`config.mk`:
```
export PLATFORM = sky130hd
export DESIGN_NAME = tmis_ram
export DESIGN_NICKNAME = d
export VERILOG_FILES = /design/src/rtl/core/tmis_ram.sv
export SDC_FILE = /design/constraint.sdc
export NUM_CORES = 2
export LEC_CHECK = 0
export BUFFER_PORTS_ARGS = -buffer_cell sky130_fd_sc_hd__clkbuf_2
export CORE_AREA = 2 2 537 539
export DETAILED_ROUTE_END_ITERATION = 8
export DIE_AREA = 0 0 539 541
export PLACE_DENSITY = 0.5
export SYNTH_ARGS = -nofsm -noshare
export SYNTH_HDL_FRONTEND = slang
export SYNTH_SLANG_ARGS = --single-unit
export TNS_END_PERCENT = 20
```
`constraint.sdc`:
```
create_clock -name clk -period 2.24 [get_ports clk]
set_input_delay 0.336 -clock clk [delete_from_list [all_inputs] [get_ports clk]]
set_output_delay 0.336 -clock clk [all_outputs]
set_load 0.01 [all_outputs]
```
`src/rtl/core/tmis_ram.sv`:
```
// Generic single-port-write, single-port-read RAM with registered read data.
module tmis_ram #(
  parameter int unsigned WIDTH = 8,
  parameter int unsigned DEPTH = 256,
  parameter int unsigned AW    = $clog2(DEPTH)
) (
  input  logic             clk,
  input  logic             we,
  input  logic [AW-1:0]    waddr,
  input  logic [WIDTH-1:0] wdata,
  input  logic             re,
  input  logic [AW-1:0]    raddr,
  output logic [WIDTH-1:0] rdata
);

  logic [WIDTH-1:0] mem [DEPTH];
  logic [WIDTH-1:0] rdata_r;

  always_ff @(posedge clk) begin
    if (we) begin
      mem[waddr] <= wdata;
    end
    if (re) begin
      rdata_r <= mem[raddr];
    end
  end

  assign rdata = rdata_r;

endmodule

```
[Yosys cells after proc, flatten, opt, wreduce, memory -nomap -nowiden]
Memory sizes are Yosys's and may differ from the RTL's. A register that Yosys moved wholly into a read port is not among the register bits.
Index checks and enable logic that the tools add are counted.
Operators by class
  multiplexer cells: 2
Operators by type and width (number)
  two-way mux 1 bit: 2
Storage, ports and cells
  bits in registers: 0
  RAM bits: 2048
  input port bits: 27
  output and inout port bits: 8
  logic and storage cells: 3
  memories kept: 1
Memory list
  mem: depth 256, width 8, read ports 1, clocked after memory_dff 1, wr ports 1, line 16  | logic [WIDTH-1:0] mem [DEPTH];

[Longest topological paths before layout]
  depth after elaboration: 2
  mapped depth: 11
  gate-level depth less buffers: 6

[Worst setup path before layout]
OpenSTA, ideal clock, no wires.
  path type: input to register
  from: input raddr[0]
  to: register rdata_r[2], in the netlist rdata[2] (read register of mem), data pin
  setup time: 269 ps
  data arrival time: 2143 ps
  data required time: 1971 ps
  slack: -172 ps
  stages: 9
  path buffers: 4
  cell sequence: buf_6 > buf_12 > buf_8 > buf_2 > mux4_2 > a22oi_1 > a21oi_1 > nor4_1 > nor4_2
RTL lines
  from (decl): line 12  | input logic [AW-1:0] raddr,
  to (decl): line 17  | logic [WIDTH-1:0] rdata_r;

==> results.sh <==
export IMPL_cp_max_fo=1
export IMPL_outcome="finished with violations"
export IMPL_grt_ovfl_total=0
export IMPL_async_flop_share_pct=0
export IMPL_route_detailed_drc=0
export IMPL_p_per_area_mw_per_mm2=839
export IMPL_routed_wl_um=223000
export IMPL_ys_warn_count=0
export IMPL_antenna_found_initial=12
export IMPL_io_pins=35
export IMPL_critical_path_required_ps=2810
export IMPL_die_area_sq_mm=0.292
export IMPL_fp_dieH_um=541
export IMPL_p_leak_nw=31.4
export IMPL_dp_hpwl_um=148000
export IMPL_synth_seq_cells=2056
export IMPL_clk_latency_ps=840
export IMPL_slew_headroom_pct=43.4
export IMPL_areaGrowthSynthToFinish_pct=22.7
export IMPL_setup_viol=8
export IMPL_io_buffers=34
export IMPL_top_layer="met5"
export IMPL_crit_path_end_kind="register"
export IMPL_nets=4575
export IMPL_via_count=41200
export IMPL_routed_wl_met3_um=12100
export IMPL_postCtsSetupBuffers=0
export IMPL_drt_met1_wl_um=100000
export IMPL_failed_checks="setup timing"
export IMPL_synth_ff_type="edfxtp_1"
export IMPL_syn_area_sq_mm=0.0796
export IMPL_syn_inst=3733
export IMPL_clkSlewWorstSetupHoldPaths_ps=60
export IMPL_ys_seq_area_share_pct=77.5
export IMPL_final_max_slew_violation_count=0
export IMPL_die_w_um=539
export IMPL_dr_pass1_iters=5
export IMPL_dpl_worst_slack_ps=-1340
export IMPL_wl_per_cell_um=26.2
export IMPL_rows=197
export IMPL_routabilityCongestion=0.822
export IMPL_numCtsBuffers=211
export IMPL_worst_slew_pin_slew_ps=849
export IMPL_ir_drop_mv=0.717
export IMPL_critPathKind="register to register"
export IMPL_finalHoldViolations=0
export IMPL_hold_class="input port to register"
export IMPL_grt_pass1_wl_um=317000
export IMPL_worst_slack_ps=-253
export IMPL_grtUsageTotal_pct=15.0
export IMPL_cts_tree="built"
export IMPL_dp_cells=8108
export IMPL_routed_via_density=4.84
export IMPL_synthTopCellsByArea="edfxtp_1 (78%), mux4_2 (13%), mux2i_1 (1.7%), nor2_1 (1.3%), a22oi_1 (1.3%)"
export IMPL_synth_edf_count=2056
export IMPL_core_area_sq_mm=0.286
export IMPL_synth_cell_type_count=54
export IMPL_yosys_area_top_type="edfxtp_1"
export IMPL_fin_crit_ps=2490
export IMPL_wl_met2_um=106000
export IMPL_grt_pass1_vias=41700
export IMPL_synth_top_area_share_pct=77.5
export IMPL_drtIter0Drc=4326
export IMPL_worstRegToRegCells=6
export IMPL_initial_core_util_pct=27.8
export IMPL_drive_gt1_share_pct=34.6
export IMPL_arrival_ps=3060
export IMPL_final_cells=8514
export IMPL_fin_hold_ws_ps=105
export IMPL_fmax_ghz=0.401
export IMPL_clock_sinks=2056
export IMPL_worstHoldPathCells=1
export IMPL_clockRootBuffer="clkbuf_16"
export IMPL_cap_violations=0
export IMPL_fill_cells=26900
export IMPL_grt_max_degree=87
export IMPL_rsz0062_at_grt="true"
export IMPL_cts_max_level=4
export IMPL_start_kind="register"
export IMPL_antenna_left=0
export IMPL_cts_buffer_depth=3
export IMPL_syn_avg_cell_area_sq_um=21.3
export IMPL_fin_crit_sh_pct=111
export IMPL_finClkSkew_ps=33.9
export IMPL_synth_net_count=3760
layout by cell type (no fill, tap or decap), types with 33 or more instances in the layout:
cell / netlist / routed
o221ai_1: 46 / 45
mux2i_1: 134 / 134
buf_12: 8 / 109
clkbuf_16: 0 / 214
clkinv_1: 1 / 57
buf_4: 27 / 686
nor2_1: 282 / 278
nand2_1: 33 / 33
edfxtp_1: 2056 / 2056
mux4_2: 454 / 455
a21oi_1: 96 / 96
a22oi_1: 133 / 133
clkbuf_1: 111 / 44
clkinv_2: 0 / 37
worst max-delay path, cell delays in order, from the launching register on:
cell and delay (ps):
edfxtp_1 370, mux4_2 520, mux4_2 490, nor2b_1 170, nor4_4 420, buf_4 210, nor4_1 40
sequential cells by signal (all words and copies together) (netlist names):
name / count
mem: 2048
rdata: 8
cell type report:
class / count / area, sq um / area share, %
flip-flops and latches: 2056 / 61700 / 63.2
clock inverters: 136 / 1300 / 1.33
clock buffers: 258 / 5520 / 5.65
inverters: 2 / 7.51 / 0.00768
well taps: 3781 / 4730 / 4.84
repair buffers: 835 / 7670 / 7.85
multi-input cells: 1442 / 16800 / 17.1
diodes: 4 / 10.0 / 0.0102
stage by stage:
step | total power (W) | util [%] | setup TNS (ps) | area, sq um
floorplan | 0.0454 | - | -370 | 79900
global placement | 0.0481 | 31.6 | -11110 | 90600
detailed placement | 0.0481 | 31.6 | -11450 | 90600
CTS | 0.0829 | 34.1 | -1480 | 97700
global route | 0.0846 | 34.1 | -1930 | 97700
finish | 0.0820 | 34.1 | -1480 | 97700
cells in the mapped netlist, drive strengths merged (2+ instances only):
library cell,number
o21ai,12
nand2,33
o221ai,47
o211ai,10
o22a,5
nor3,22
and3b,2
a211oi,16
mux4,456
o32ai,5
clkbuf,111
nand3,34
nand4,10
nand3b,2
a31oi,2
a221oi,14
a21oi,96
or2,4
o22ai,28
edfxtp,2056
and2,6
mux2i,134
nor2b,31
nor2,282
buf,122
a22o,8
nand2b,8
nor4,27
a22oi,133
a2111oi,5
a311oi,2
routing by layer:
layer	vias to the layer above	track usage (%)
met2	1291	24.1
li1	17400	-
met5	-	0
met1	22200	21.5
met3	253	2.21
met4	2	3.51
report_power, final:
part / switching, W / total [W] / internal [W]
Clock: 0.0150 / 0.0347 / 0.0197
Combinational: 0.00286 / 0.00483 / 0.00197
Sequential: 0.0000551 / 0.0425 / 0.0424
repair_timing:
item / 4_1_cts / 5_1_grt
hold buffers: 8 / 0
pin swaps: 9 / 4
hold endpoints to repair: 318 / 0
setup endpoints to repair: 8 / 8
gates resized for setup: 33 / 4
final timing paths:
kind         slack, ps       start       end
max reg2reg       -250  mem[66][7]  rdata[7]
min reg2reg       1290  mem[52][1]  rdata[1]
max               -250  mem[66][7]  rdata[7]
min                110          re  rdata[2]
logic make-up after synthesis:
family / synth area share [%]
and+or+nand+nor: 2.63
DFF: 77.5
muxes: 14.6
AOI/OAI and AO/OA: 3.42
buffers and inverters: 1.83
(Power assumes the default switching activity.)
